[src/rtl/jss_pkg.sv]
// Package for the joystick setpoint shaper: request/response payload types,
// register indexes, button bit positions and fixed-point constants.
// No dependencies.
`timescale 1ns / 1ps

package jss_pkg;

   // One joystick report.
   typedef struct packed {
      logic signed [15:0] axis_forward;
      logic signed [15:0] axis_side;
      logic        [9:0]  button_bits;
      logic signed [15:0] measured_pitch;
      logic signed [15:0] measured_yaw;
      logic signed [15:0] measured_depth;
   } jss_req_type;

   // Setpoints emitted for one report.
   typedef struct packed {
      logic               setpoint_valid;
      logic signed [15:0] surge_set;
      logic signed [15:0] sway_set;
      logic signed [15:0] yaw_set;
      logic signed [15:0] pitch_set;
      logic signed [15:0] depth_set;
      logic               disable_request;
      logic               enable_request;
   } jss_rsp_type;

   // Register map.
   typedef enum logic [2:0] {
      CSR_SURGE_GAIN  = 3'd0,
      CSR_SWAY_GAIN   = 3'd1,
      CSR_YAW_STEP    = 3'd2,
      CSR_PITCH_STEP  = 3'd3,
      CSR_DEPTH_STEP  = 3'd4,
      CSR_PITCH_LIMIT = 3'd5,
      CSR_SURGE_LIMIT = 3'd6,
      CSR_DEPTH_LIMIT = 3'd7
   } csr_index_type;

   localparam int CSR_DATA_W = 16;

   // Register reset values.
   localparam logic [15:0] SURGE_GAIN_RST  = 16'd4096;
   localparam logic [15:0] SWAY_GAIN_RST   = 16'd4096;
   localparam logic [14:0] YAW_STEP_RST    = 15'd71;
   localparam logic [14:0] PITCH_STEP_RST  = 15'd71;
   localparam logic [14:0] DEPTH_STEP_RST  = 15'd256;
   localparam logic [14:0] PITCH_LIMIT_RST = 15'd6434;
   localparam logic [14:0] SURGE_LIMIT_RST = 15'd4096;
   localparam logic [14:0] DEPTH_LIMIT_RST = 15'd1280;

   // Button bit positions.
   localparam int BTN_YAW_DOWN   = 0;
   localparam int BTN_PITCH_UP   = 1;
   localparam int BTN_YAW_UP     = 2;
   localparam int BTN_PITCH_DOWN = 3;
   localparam int BTN_SAFETY     = 4;
   localparam int BTN_DEPTH_DOWN = 5;
   localparam int BTN_CAPTURE    = 6;
   localparam int BTN_DEPTH_UP   = 7;
   localparam int BTN_DISABLE    = 8;
   localparam int BTN_ENABLE     = 9;

   // Angle constants, LSB 2^-12 rad.
   localparam logic [16:0] PI_FX        = 17'd12868;
   localparam logic [16:0] TWO_PI_FX    = 17'd25736;
   localparam logic [16:0] TWO_PI_FX_X2 = 17'(2 * 25736);
   localparam logic [16:0] TWO_PI_FX_X3 = 17'(3 * 25736);
   localparam logic [14:0] YAW_LIMIT    = 15'd12868;

endpackage

[src/rtl/joystick_setpoint_shaper.sv]
// Joystick setpoint shaper top level: one-report-per-cycle setpoint update while responses are taken.
// Depends on jss_pkg.
`timescale 1ns / 1ps

// Channel  Direction  Payload        Handshake
// req_     in         jss_req_type   req_valid / req_ready
// rsp_     out        jss_rsp_type   rsp_valid / rsp_ready
// csr_     in         16-bit data    csr_write, csr_index (no wait, no read-back)
//
// One request per cycle sustained while rsp_ready stays high. A request is
// held in the input register, where the setpoint update (two 16x17 multiplies,
// yaw wrap, clamps) runs against the held state; both update on the same edge
// that loads the response register, which then presents the response. Reset
// (synchronous, active high) clears holds, enable flag, valids and restores
// register defaults. A stalled response holds the input register; req_ready
// drops only when both stages are full and rsp_ready is low.

module joystick_setpoint_shaper
   import jss_pkg::*;
(
   input  logic                  clock,
   input  logic                  reset,

   input  logic                  req_valid,
   output logic                  req_ready,
   input  jss_req_type           req_data,

   output logic                  rsp_valid,
   input  logic                  rsp_ready,
   output jss_rsp_type           rsp_data,

   input  logic                  csr_write,
   input  logic [2:0]            csr_index,
   input  logic [CSR_DATA_W-1:0] csr_wdata
);

   // ------------------------------------------------------------------
   // Helpers
   // ------------------------------------------------------------------

   // Hold plus or minus one step; both or neither button leaves it alone.
   function automatic logic signed [17:0] step_adjust(
      input logic signed [15:0] hold,
      input logic        [14:0] step,
      input logic               up,
      input logic               down
   );
      logic signed [17:0] h;
      logic signed [17:0] s;
      h = {{2{hold[15]}}, hold};
      s = {3'b000, step};
      if (up && !down) begin
         step_adjust = h + s;
      end else if (down && !up) begin
         step_adjust = h - s;
      end else begin
         step_adjust = h;
      end
   endfunction

   // Symmetric clamp to +/- lim.
   function automatic logic signed [15:0] clamp_sym(
      input logic signed [18:0] v,
      input logic        [14:0] lim
   );
      logic signed [18:0] pos;
      logic signed [18:0] neg;
      pos = {4'b0000, lim};
      neg = -pos;
      if (v > pos) begin
         clamp_sym = pos[15:0];
      end else if (v < neg) begin
         clamp_sym = neg[15:0];
      end else begin
         clamp_sym = v[15:0];
      end
   endfunction

   // ------------------------------------------------------------------
   // Configuration registers
   // ------------------------------------------------------------------
   logic [15:0] surge_gain_ff;
   logic [15:0] sway_gain_ff;
   logic [14:0] yaw_step_ff;
   logic [14:0] pitch_step_ff;
   logic [14:0] depth_step_ff;
   logic [14:0] pitch_limit_ff;
   logic [14:0] surge_limit_ff;
   logic [14:0] depth_limit_ff;

   always_ff @(posedge clock) begin
      if (reset) begin
         surge_gain_ff  <= SURGE_GAIN_RST;
         sway_gain_ff   <= SWAY_GAIN_RST;
         yaw_step_ff    <= YAW_STEP_RST;
         pitch_step_ff  <= PITCH_STEP_RST;
         depth_step_ff  <= DEPTH_STEP_RST;
         pitch_limit_ff <= PITCH_LIMIT_RST;
         surge_limit_ff <= SURGE_LIMIT_RST;
         depth_limit_ff <= DEPTH_LIMIT_RST;
      end else if (csr_write) begin
         case (csr_index_type'(csr_index))
            CSR_SURGE_GAIN:  surge_gain_ff  <= csr_wdata;
            CSR_SWAY_GAIN:   sway_gain_ff   <= csr_wdata;
            CSR_YAW_STEP:    yaw_step_ff    <= csr_wdata[14:0];
            CSR_PITCH_STEP:  pitch_step_ff  <= csr_wdata[14:0];
            CSR_DEPTH_STEP:  depth_step_ff  <= csr_wdata[14:0];
            CSR_PITCH_LIMIT: pitch_limit_ff <= csr_wdata[14:0];
            CSR_SURGE_LIMIT: surge_limit_ff <= csr_wdata[14:0];
            CSR_DEPTH_LIMIT: depth_limit_ff <= csr_wdata[14:0];
            default: ;
         endcase
      end
   end

   // ------------------------------------------------------------------
   // Handshake: input register -> update -> response register
   // ------------------------------------------------------------------
   jss_req_type req_ff;
   logic        req_valid_ff;
   jss_rsp_type rsp_ff;
   jss_rsp_type rsp_in;
   logic        rsp_valid_ff;
   logic        advance;

   // Item in the input register moves on when the response slot frees up.
   assign advance   = req_valid_ff && (!rsp_valid_ff || rsp_ready);
   assign req_ready = !req_valid_ff || advance;
   assign rsp_valid = rsp_valid_ff;
   assign rsp_data  = rsp_ff;

   // ------------------------------------------------------------------
   // Held state
   // ------------------------------------------------------------------
   logic               enabled_ff,     enabled_in;
   logic signed [15:0] surge_hold_ff,  surge_hold_in;
   logic signed [15:0] sway_hold_ff,   sway_hold_in;
   logic signed [15:0] yaw_hold_ff,    yaw_hold_in;
   logic signed [15:0] pitch_hold_ff,  pitch_hold_in;
   logic signed [15:0] depth_hold_ff,  depth_hold_in;

   // ------------------------------------------------------------------
   // Setpoint update
   // ------------------------------------------------------------------
   logic [9:0]         btn;
   logic               update;
   logic signed [32:0] surge_prod;
   logic signed [32:0] sway_prod;
   logic signed [18:0] surge_scaled;   // floor(prod / 2^14)
   logic signed [18:0] sway_scaled;
   logic signed [15:0] sway_sat;
   logic signed [17:0] yaw_raw;
   logic signed [17:0] pitch_raw;
   logic signed [17:0] depth_raw;
   logic               yaw_neg;
   logic signed [17:0] yaw_neg_val;
   logic [16:0]        yaw_abs;
   logic [16:0]        yaw_ofs;
   logic [16:0]        yaw_rem;
   logic signed [17:0] yaw_mag;
   logic signed [17:0] yaw_wrap;

   assign btn    = req_ff.button_bits;
   assign update = btn[BTN_SAFETY] && enabled_ff;

   // Gains are unsigned: zero-extend before the signed multiply.
   assign surge_prod   = req_ff.axis_forward * $signed({1'b0, surge_gain_ff});
   assign sway_prod    = req_ff.axis_side * $signed({1'b0, sway_gain_ff});
   assign surge_scaled = surge_prod[32:14];
   assign sway_scaled  = sway_prod[32:14];

   always_comb begin
      if (sway_scaled > 19'sd32767) begin
         sway_sat = 16'sh7FFF;
      end else if (sway_scaled < -19'sd32768) begin
         sway_sat = 16'sh8000;
      end else begin
         sway_sat = sway_scaled[15:0];
      end
   end

   assign yaw_raw   = step_adjust(yaw_hold_ff, yaw_step_ff,
                                  btn[BTN_YAW_UP], btn[BTN_YAW_DOWN]);
   assign pitch_raw = step_adjust(pitch_hold_ff, pitch_step_ff,
                                  btn[BTN_PITCH_UP], btn[BTN_PITCH_DOWN]);
   assign depth_raw = step_adjust(depth_hold_ff, depth_step_ff,
                                  btn[BTN_DEPTH_UP], btn[BTN_DEPTH_DOWN]);

   // Yaw wrap into +/- pi on the magnitude: the truncating remainder keeps
   // the sign of the dividend, so the wrapped value is
   // sign(y) * (((|y| + pi) mod 2pi) - pi). |y| + pi stays below 4*2pi,
   // so one subtract of 2pi, 2*2pi or 3*2pi is enough.
   assign yaw_neg     = yaw_raw[17];
   assign yaw_neg_val = -yaw_raw;
   assign yaw_abs     = yaw_neg ? yaw_neg_val[16:0] : yaw_raw[16:0];
   assign yaw_ofs     = yaw_abs + PI_FX;

   always_comb begin
      if (yaw_ofs >= TWO_PI_FX_X3) begin
         yaw_rem = yaw_ofs - TWO_PI_FX_X3;
      end else if (yaw_ofs >= TWO_PI_FX_X2) begin
         yaw_rem = yaw_ofs - TWO_PI_FX_X2;
      end else if (yaw_ofs >= TWO_PI_FX) begin
         yaw_rem = yaw_ofs - TWO_PI_FX;
      end else begin
         yaw_rem = yaw_ofs;
      end
   end

   assign yaw_mag  = $signed({1'b0, yaw_rem}) - $signed({1'b0, PI_FX});
   assign yaw_wrap = yaw_neg ? -yaw_mag : yaw_mag;

   // Next state: joystick update, then disable, then capture.
   always_comb begin
      enabled_in    = enabled_ff;
      surge_hold_in = surge_hold_ff;
      sway_hold_in  = sway_hold_ff;
      yaw_hold_in   = yaw_hold_ff;
      pitch_hold_in = pitch_hold_ff;
      depth_hold_in = depth_hold_ff;

      if (update) begin
         sway_hold_in  = sway_sat;
         surge_hold_in = clamp_sym(surge_scaled, surge_limit_ff);
         yaw_hold_in   = clamp_sym({yaw_wrap[17], yaw_wrap}, YAW_LIMIT);
         pitch_hold_in = clamp_sym({pitch_raw[17], pitch_raw}, pitch_limit_ff);
         depth_hold_in = clamp_sym({depth_raw[17], depth_raw}, depth_limit_ff);
      end

      if (btn[BTN_DISABLE]) begin
         enabled_in = 1'b0;
      end

      // Capture takes the measured pose as is, no wrap or clamp.
      if (btn[BTN_CAPTURE]) begin
         pitch_hold_in = req_ff.measured_pitch;
         yaw_hold_in   = req_ff.measured_yaw;
         depth_hold_in = req_ff.measured_depth;
         surge_hold_in = 16'sd0;
         enabled_in    = 1'b1;
      end
   end

   always_comb begin
      rsp_in.setpoint_valid  = enabled_in;
      rsp_in.surge_set       = surge_hold_in;
      rsp_in.sway_set        = sway_hold_in;
      rsp_in.yaw_set         = yaw_hold_in;
      rsp_in.pitch_set       = pitch_hold_in;
      rsp_in.depth_set       = depth_hold_in;
      rsp_in.disable_request = btn[BTN_DISABLE];
      rsp_in.enable_request  = btn[BTN_ENABLE];
   end

   // ------------------------------------------------------------------
   // Registers
   // ------------------------------------------------------------------
   always_ff @(posedge clock) begin
      if (reset) begin
         req_valid_ff  <= 1'b0;
         rsp_valid_ff  <= 1'b0;
         enabled_ff    <= 1'b0;
         surge_hold_ff <= '0;
         sway_hold_ff  <= '0;
         yaw_hold_ff   <= '0;
         pitch_hold_ff <= '0;
         depth_hold_ff <= '0;
      end else begin
         if (req_ready) begin
            req_valid_ff <= req_valid;
         end
         if (advance) begin
            rsp_valid_ff  <= 1'b1;
            enabled_ff    <= enabled_in;
            surge_hold_ff <= surge_hold_in;
            sway_hold_ff  <= sway_hold_in;
            yaw_hold_ff   <= yaw_hold_in;
            pitch_hold_ff <= pitch_hold_in;
            depth_hold_ff <= depth_hold_in;
         end else if (rsp_ready) begin
            rsp_valid_ff <= 1'b0;
         end
      end
   end

   // Payload registers, no reset.
   always_ff @(posedge clock) begin
      if (req_valid && req_ready) begin
         req_ff <= req_data;
      end
      if (advance) begin
         rsp_ff <= rsp_in;
      end
   end

endmodule

[config.mk]
export PLATFORM = sky130hd
export DESIGN_NAME = joystick_setpoint_shaper
export DESIGN_NICKNAME = d
export VERILOG_FILES = /design/src/rtl/jss_pkg.sv /design/src/rtl/joystick_setpoint_shaper.sv
export SDC_FILE = /design/constraint.sdc
export NUM_CORES = 2
export LEC_CHECK = 0
export BUFFER_PORTS_ARGS = -buffer_cell sky130_fd_sc_hd__buf_2
export CORE_MARGIN = 10
export CORE_UTILIZATION = 58
export CTS_BUF_LIST = sky130_fd_sc_hd__clkbuf_8
export DETAILED_ROUTE_END_ITERATION = 10
export PLACE_DENSITY = 0.79
export SYNTH_ARGS = -nofsm -noshare
export SYNTH_HDL_FRONTEND = slang
export SYNTH_SLANG_ARGS = --single-unit
[constraint.sdc]
create_clock -name clock -period 9.8 [get_ports clock]
set_input_delay 1.47 -clock clock [delete_from_list [all_inputs] [get_ports clock]]
set_output_delay 1.47 -clock clock [all_outputs]
set_load 0.01 [all_outputs]
# ---- After elaboration in Yosys (flattened, before gate mapping)
# Index checks and enable logic that the tools add are counted.
dict set report word_totals {
  word_cells 131
  register_bits 378
}
dict set report op_classes {
  magnitude_cmp 13
  add_sub_neg 16
  n_eq_ne 7
  n_mul 2
  muxes 34
  reduce_logical 29
}
# operator n
set ops {}
lappend ops {{$mux W16} 19}
lappend ops {{$mux W18} 7}
lappend ops {{$mux W17} 4}
lappend ops {{$mul A16 B17 Y33} 2}
lappend ops {{$neg A15 Y19} 3}
lappend ops {{$add A16 B16 Y17} 3}
lappend ops {{$sub A16 B16 Y17} 3}
lappend ops {{$lt A18 B19 Y1} 2}
lappend ops {{$gt A18 B16 Y1} 2}
lappend ops {{$gt A19 B16 Y1} 1}
lappend ops {{$gt A19 B16 Y1 const B} 1}
lappend ops {{$lt A19 B16 Y1 const B} 1}
lappend ops {{$lt A19 B19 Y1} 1}
lappend ops {{$gt A18 B15 Y1 const B} 1}
lappend ops {{$lt A18 B15 Y1 const B} 1}
lappend ops {{$neg A18 Y18} 1}
lappend ops {{$sub A17 B14 Y18 const B} 1}
lappend ops {{$add A17 B14 Y17 const B} 1}
lappend ops {{$ge A17 B15 Y1 const B} 1}
lappend ops {{$ge A17 B16 Y1 const B} 1}
lappend ops {{$ge A17 B17 Y1 const B} 1}
lappend ops {{$neg A17 Y17} 1}
lappend ops {{$sub A17 B15 Y17 const B} 1}
lappend ops {{$sub A17 B16 Y17 const B} 1}
lappend ops {{11 further kinds} 41}

# ---- Longest topological paths before layout
dict set report depth {
  word_depth 19
  depth_mapped 50
}

# ---- Worst setup path after synthesis
# Ideal clock, no wire load.
dict set report synth_path {
  path_kind {flip-flop to flip-flop}
  start {register yaw_step_ff[0]}
  end {register yaw_hold_ff[2]}
  required_ns 9.535
  t_arrival_ns 9.503
  setup_slack_ns 0.032
  path_stages_with_launch 42
  period_less_slack_ns 9.768
  setup_ns 0.265
  path_buffers 5
  cell_sequence {dfxtp_1 > ha_1 > inv_1 > fa_1 > or2_0 > a211o_1 > a211o_1 > a211o_1 > a211oi_4 > or3_4 > buf_6 > buf_6 > clkbuf_1 > a21oi_1 > xnor2_1 > ha_1 > clkbuf_1 > xnor2_1 > [... 6 more ...] > a21o_1 > a41o_1 > a221oi_4 > nor2_1 > xnor2_1 > ha_1 > or4b_1 > buf_2 > a2111oi_4 > a41oi_2 > a211oi_2 > nand3_2 > o21ai_0 > mux2_2 > or3_4 > mux2_2 > o32ai_1 > a21oi_1}
}
dict set report synth_via {
  elab_chain_cells 18
  elab_cells_between_ends 25
}
# item line
set synth_rtl {}
lappend synth_rtl {{start: declaration} joystick_setpoint_shaper.sv:84} ;# logic [14:0] yaw_step_ff;
lappend synth_rtl {{start signal: assignment} joystick_setpoint_shaper.sv:105} ;# CSR_YAW_STEP: yaw_step_ff <= csr_wdata[14:0];
lappend synth_rtl {{$sub A16 B16 Y17} joystick_setpoint_shaper.sv:55} ;# step_adjust = h - s;
lappend synth_rtl {{$mux W18} joystick_setpoint_shaper.sv:54} ;# end else if (down && !up) begin
lappend synth_rtl {{$mux W18 (*)} joystick_setpoint_shaper.sv:52} ;# if (up && !down) begin
lappend synth_rtl {{$neg A17 Y17} joystick_setpoint_shaper.sv:194} ;# assign yaw_neg_val = -yaw_raw;
lappend synth_rtl {{$mux W17} joystick_setpoint_shaper.sv:195} ;# assign yaw_abs = yaw_neg ? yaw_neg_val[16:0] : yaw_raw[16:0];
lappend synth_rtl {{$add A17 B14 Y17} joystick_setpoint_shaper.sv:196} ;# assign yaw_ofs = yaw_abs + PI_FX;
lappend synth_rtl {{$sub A17 B15 Y17 or $ge A17 B15 Y1 (tied branches)} {joystick_setpoint_shaper.sv:204, joystick_setpoint_shaper.sv:203}}
lappend synth_rtl {{$mux W17} joystick_setpoint_shaper.sv:203} ;# end else if (yaw_ofs >= TWO_PI_FX) begin
lappend synth_rtl {{[... 2 more ...]} --}
lappend synth_rtl {{$sub A17 B14 Y18} joystick_setpoint_shaper.sv:210} ;# assign yaw_mag = $signed({1'b0, yaw_rem}) - $signed({1'b0, PI_FX});
lappend synth_rtl {{$neg A18 Y18} joystick_setpoint_shaper.sv:211} ;# assign yaw_wrap = yaw_neg ? -yaw_mag : yaw_mag;
lappend synth_rtl {{$mux W18 (*)} joystick_setpoint_shaper.sv:211}
lappend synth_rtl {{$lt A18 B15 Y1} joystick_setpoint_shaper.sv:72} ;# end else if (v < neg) begin
lappend synth_rtl {{$mux W16} joystick_setpoint_shaper.sv:72}
lappend synth_rtl {{$mux W16 (*)} joystick_setpoint_shaper.sv:70} ;# if (v > pos) begin
lappend synth_rtl {{$mux W16 (*)} joystick_setpoint_shaper.sv:222} ;# if (update) begin
lappend synth_rtl {{$mux W16 (*)} joystick_setpoint_shaper.sv:235} ;# if (btn[BTN_CAPTURE]) begin
lappend synth_rtl {{end signal: assignment} joystick_setpoint_shaper.sv:277} ;# yaw_hold_ff <= yaw_hold_in;
lappend synth_rtl {{end: declaration} joystick_setpoint_shaper.sv:138} ;# logic signed [15:0] yaw_hold_ff, yaw_hold_in;
# Every way passes the cells marked *; elsewhere a longest branch is shown, timed or not.
# A chain may end at the register's enable or synchronous reset.

# ---- Worst setup path after layout
dict set report layout_path {
  start {register req_ff[80] (netlist name)}
  end {register rsp_ff, in the netlist rsp_data[73], data pin}
}
dict set report layout_via {
  elab_chain_cells 6
  elab_cells_between_ends 7
}
# item line
set layout_rtl {}
lappend layout_rtl {{start: declaration} joystick_setpoint_shaper.sv:119} ;# jss_req_type req_ff;
lappend layout_rtl {{start signal: assignment} joystick_setpoint_shaper.sv:289} ;# req_ff <= req_data;
lappend layout_rtl {{$mul A16 B17 Y33 (*)} joystick_setpoint_shaper.sv:167} ;# assign surge_prod = req_ff.axis_forward * $signed({1'b0, surge_gain_ff});
lappend layout_rtl {{$lt A19 B19 Y1} joystick_setpoint_shaper.sv:72}
lappend layout_rtl {{$mux W16} joystick_setpoint_shaper.sv:72}
lappend layout_rtl {{$mux W16 (*)} joystick_setpoint_shaper.sv:70}
lappend layout_rtl {{$mux W16 (*)} joystick_setpoint_shaper.sv:222}
lappend layout_rtl {{$mux W16 (*)} joystick_setpoint_shaper.sv:235}
lappend layout_rtl {{via surge_hold_in[7]} joystick_setpoint_shaper.sv:136} ;# logic signed [15:0] surge_hold_ff, surge_hold_in;
lappend layout_rtl {{end signal: assignment} joystick_setpoint_shaper.sv:292} ;# rsp_ff <= rsp_in;
lappend layout_rtl {{end: declaration} joystick_setpoint_shaper.sv:121} ;# jss_rsp_type rsp_ff;
# Mark *: on every way through the listed nets, which the timed path passes. The rest lies on a longest branch.

==> reports/results.txt <==
Status: complete, no violations
Worst-Margin Slew: 1.377 ns
Clk pwr share: 22.2%
Num CTS Buffers: 70
Dpl hpwl: 92,320 microns
Worst Skew: 0.06365 ns
Final Setup Violations: 0
Final Hold Vio Count: 0
Gate power share: 54.3%
Largest net degree at the start of global routing: 78
Tot Pwr: 7742 uW
Die footprint: 84,690 sq um
Sw frac: 44.28%
Hold Crit Class: register to register
Port bufs: 198
Final WS setup: 0.4290 ns
Clock buffer depth: 3
Die X: 291.0 microns
Max-Slew Margin vs Limit: 7.876%
Syn avg cell area: 8.549 sq um
Worst Path Buf+Inv: 4
Lkg Pwr: 0.02104 uW
Finished Cell Area: 46,410 sq um
Max frequency: 106.7 MHz
Reg2reg start: req_ff[80]
Final wirelength: 122,500 microns
Dpl cell area: 44,720 sq um
Critical path class: register to register
Final net count: 6,074
Mapped Nets: 5,930
CTS Hold Bufs: 0
Adder-cell share of the synthesized area: 31.37%
Hold endpoint: rsp_data[0]
Synth Register Bits: 378
Worst hold path startpoint: btn[9]
Max-Cap Viols: 0
Pwr per Cell Area: 166.8 nW/um^2
CP max FO: 31
Clock root buffer: clkbuf_8
DR iter-0 viols: 3,552
Crit-path max cell delay: 0.55 ns
WHS Path Cells: 0
Cells after Synth: 4,983
Vias: 37,140
Pins Over Slew Limit: 0
Vias per cell: 6.043
ANT nets after route: 0
CTS clock-pin slew for the worst setup and hold paths: 0.06 ns
Layout cell share with drive strength beyond 1: 10.45%
Global-route total usage across every layer: 28.29%
Area delta synth->final: 8.952%
Worst ir drop on vdd: 0.2542 mV
CTS tree: done
First-pass GRT wire length: 197,500 microns
Ports: 199
Clk sink count: 378
First-pass iteration count of the detailed router: 7
P_int: 4314 uW
Initial antenna violation count: 3
Synth top area share: 18.42%
Number of global-route vias before repair: 37,040
Simple-Gate Fraction of Synth Area: 17.80%
Die height: 291.0 microns
Clk Latency, worst-skew pair: 0.72 ns
Register area share after synthesis: 21.83%
Most numerous cell in the Yosys netlist: nand2_1
Critical path startpoint category: register
Worst R2R End: rsp_data[73]
Num rows: 99
Post-synth ARST share: 0%
Starting Density: 58.49%
Synth top area cells: fa_1 (18%), ha_1 (13%), edfxtp_1 (12%)
CP Launch Point: req_ff[80]
Netlist Area Pre-Place: 42,600 sq um
Synth warn: 0
Leading post-synthesis cells by instance count: nand2_1 (732), inv_1 (632), ha_1 (441), fa_1 (392), a21oi_1 (324)
Core area: 72,830 sq um
Drc violations: 0
CP required: 10.17 ns
Synth Area in XOR/XNOR: 3.319%
Worst Reg-to-Reg Cells: 46
Post-synth EDFFs: 173
Final period util: 95.62%
Htree depth: 3
Seq pwr share: 23.5%
R2R setup slack: 0.43 ns
Main combinational cell family by area after synthesis: adder cells
Most frequent CP cell: o21a_1
Complex-gate fraction of the synthesized area: 17.24%
Prevailing post-synth register cell: dfxtp_1
DR WL/cell: 19.93 microns
Multiplexer share of the synthesized area: 0.3994%
Gr ovfl total: 0
Min Tclk post-route: 9.371 ns
Arrival @ worst endpoint: 9.74 ns
Slowest CP cell: fa_1
WHS: 0.4179 ns
Distinct cell type count after synthesis: 123
NetSw: 3428 uW
Setup crit end kind: register
Dpl ws: 0.1260 ns
Leading area contributor after synthesis: fa_1
CP top delay family: compound AO/OA/AOI/OAI gates
Placer congestion estimate: 1.002
[through the flow]
stage,setup TNS [ns],std cells,util [%]
finish,0,6145,63.73
global route,-0.3857,6145,63.73
CTS,0,6136,63.51
detailed placement,0,6006,61.40
global placement,0,6006,61.40
floorplan,0,4983,-
[repair_timing]
action | 4_1_cts | 5_1_grt
resized for setup | 0 | 24
buffers inserted | 0 | 8
setup endpoints to repair | 0 | 60
[power groups by stage]
stage	logic [uW]	clock network [uW]	registers [uW]
final	4210	1720	1820
after global routing	4640	1810	1830
after CTS	4090	1740	1820
after detailed placement	4060	0	1850
after global placement	4000	0	1850
after floorplan	2970	0	1810
[layer usage]
| metal | GRT usage [%] | vias up | part of all wire (%) |
|---|---|---|---|
| met5 | 0 | - | 0.019 |
| met3 | 5.937 | 332 | 9.4 |
| met4 | 9.784 | 4 | 3.6 |
| li1 | - | 17040 | - |
| met2 | 45.49 | 1810 | 46 |
| met1 | 37.39 | 17950 | 41 |
[worst max path at each step]
stage                          end  slack, ns  cells past startpoint
finish                rsp_data[73]       0.43                     46
global route          rsp_data[73]       -0.1                     46
CTS                   rsp_data[74]       0.12                     45
detailed placement    rsp_data[74]       0.13                     44
global placement      rsp_data[68]       0.32                     45
floorplan           yaw_hold_ff[2]       0.03                     41
[cells by family after synthesis]
logic type | after synthesis
and+or+nand+nor | 1633
xor gates and xnor gates | 152
muxes | 16
adders and majority gates | 833
buffers and inverters | 890
AOI/OAI and AO/OA | 1081
DFF | 378
[cells in the final DEF (no fill, tap or decap), drive strengths merged, types with 38 or more instances in the layout]
cell,Yosys,final
and2,207,207
o21ai,197,197
nor2b,43,43
nor3,82,82
ha,441,441
fa,392,392
edfxtp,173,173
a21o,72,72
nand2b,57,57
buf,33,326
xnor2,118,118
nand2,732,732
a21oi,329,329
nor2,303,303
nand3,69,69
inv,635,664
o21a,53,53
dfxtp,205,205
clkbuf,221,80
o211ai,45,45
a211oi,38,38
[state kept, by name (all words and copies together), names as in the netlist, 16 cells and up]
name,count
pitch_hold_ff,16
sway_gain_ff,16
depth_hold_ff,16
req_ff,80
rsp_data,83
surge_gain_ff,16
surge_hold_ff,16
sway_hold_ff,16
yaw_hold_ff,16
[worst reg2reg max path, delay by kind of cell, from the launching register on]
kind                     cells  cell delay (ns)
flip-flops                   1             0.47
AND/OR/NAND/NOR              9             0.86
AO/OA/AOI/OAI               24             3.94
buffers and inverters        4             0.34
XOR/XNOR                     1             0.15
adder cells (fa/ha/maj)      8             3.30
[layout make-up]
| cell class | instances | area, sq um |
|---|---|---|
| inverter | 636 | 2392 |
| multi-input combinational | 3715 | 30000 |
| clock buffer | 80 | 1101 |
| clock inverter | 50 | 436.7 |
| fill | 6055 | 26420 |
| tap | 959 | 1200 |
| antenna | 1 | 2.502 |
| timing repair buffer | 326 | 1978 |
| sequential | 378 | 9300 |
No activity file was read; power rests on OpenSTA's default activity.
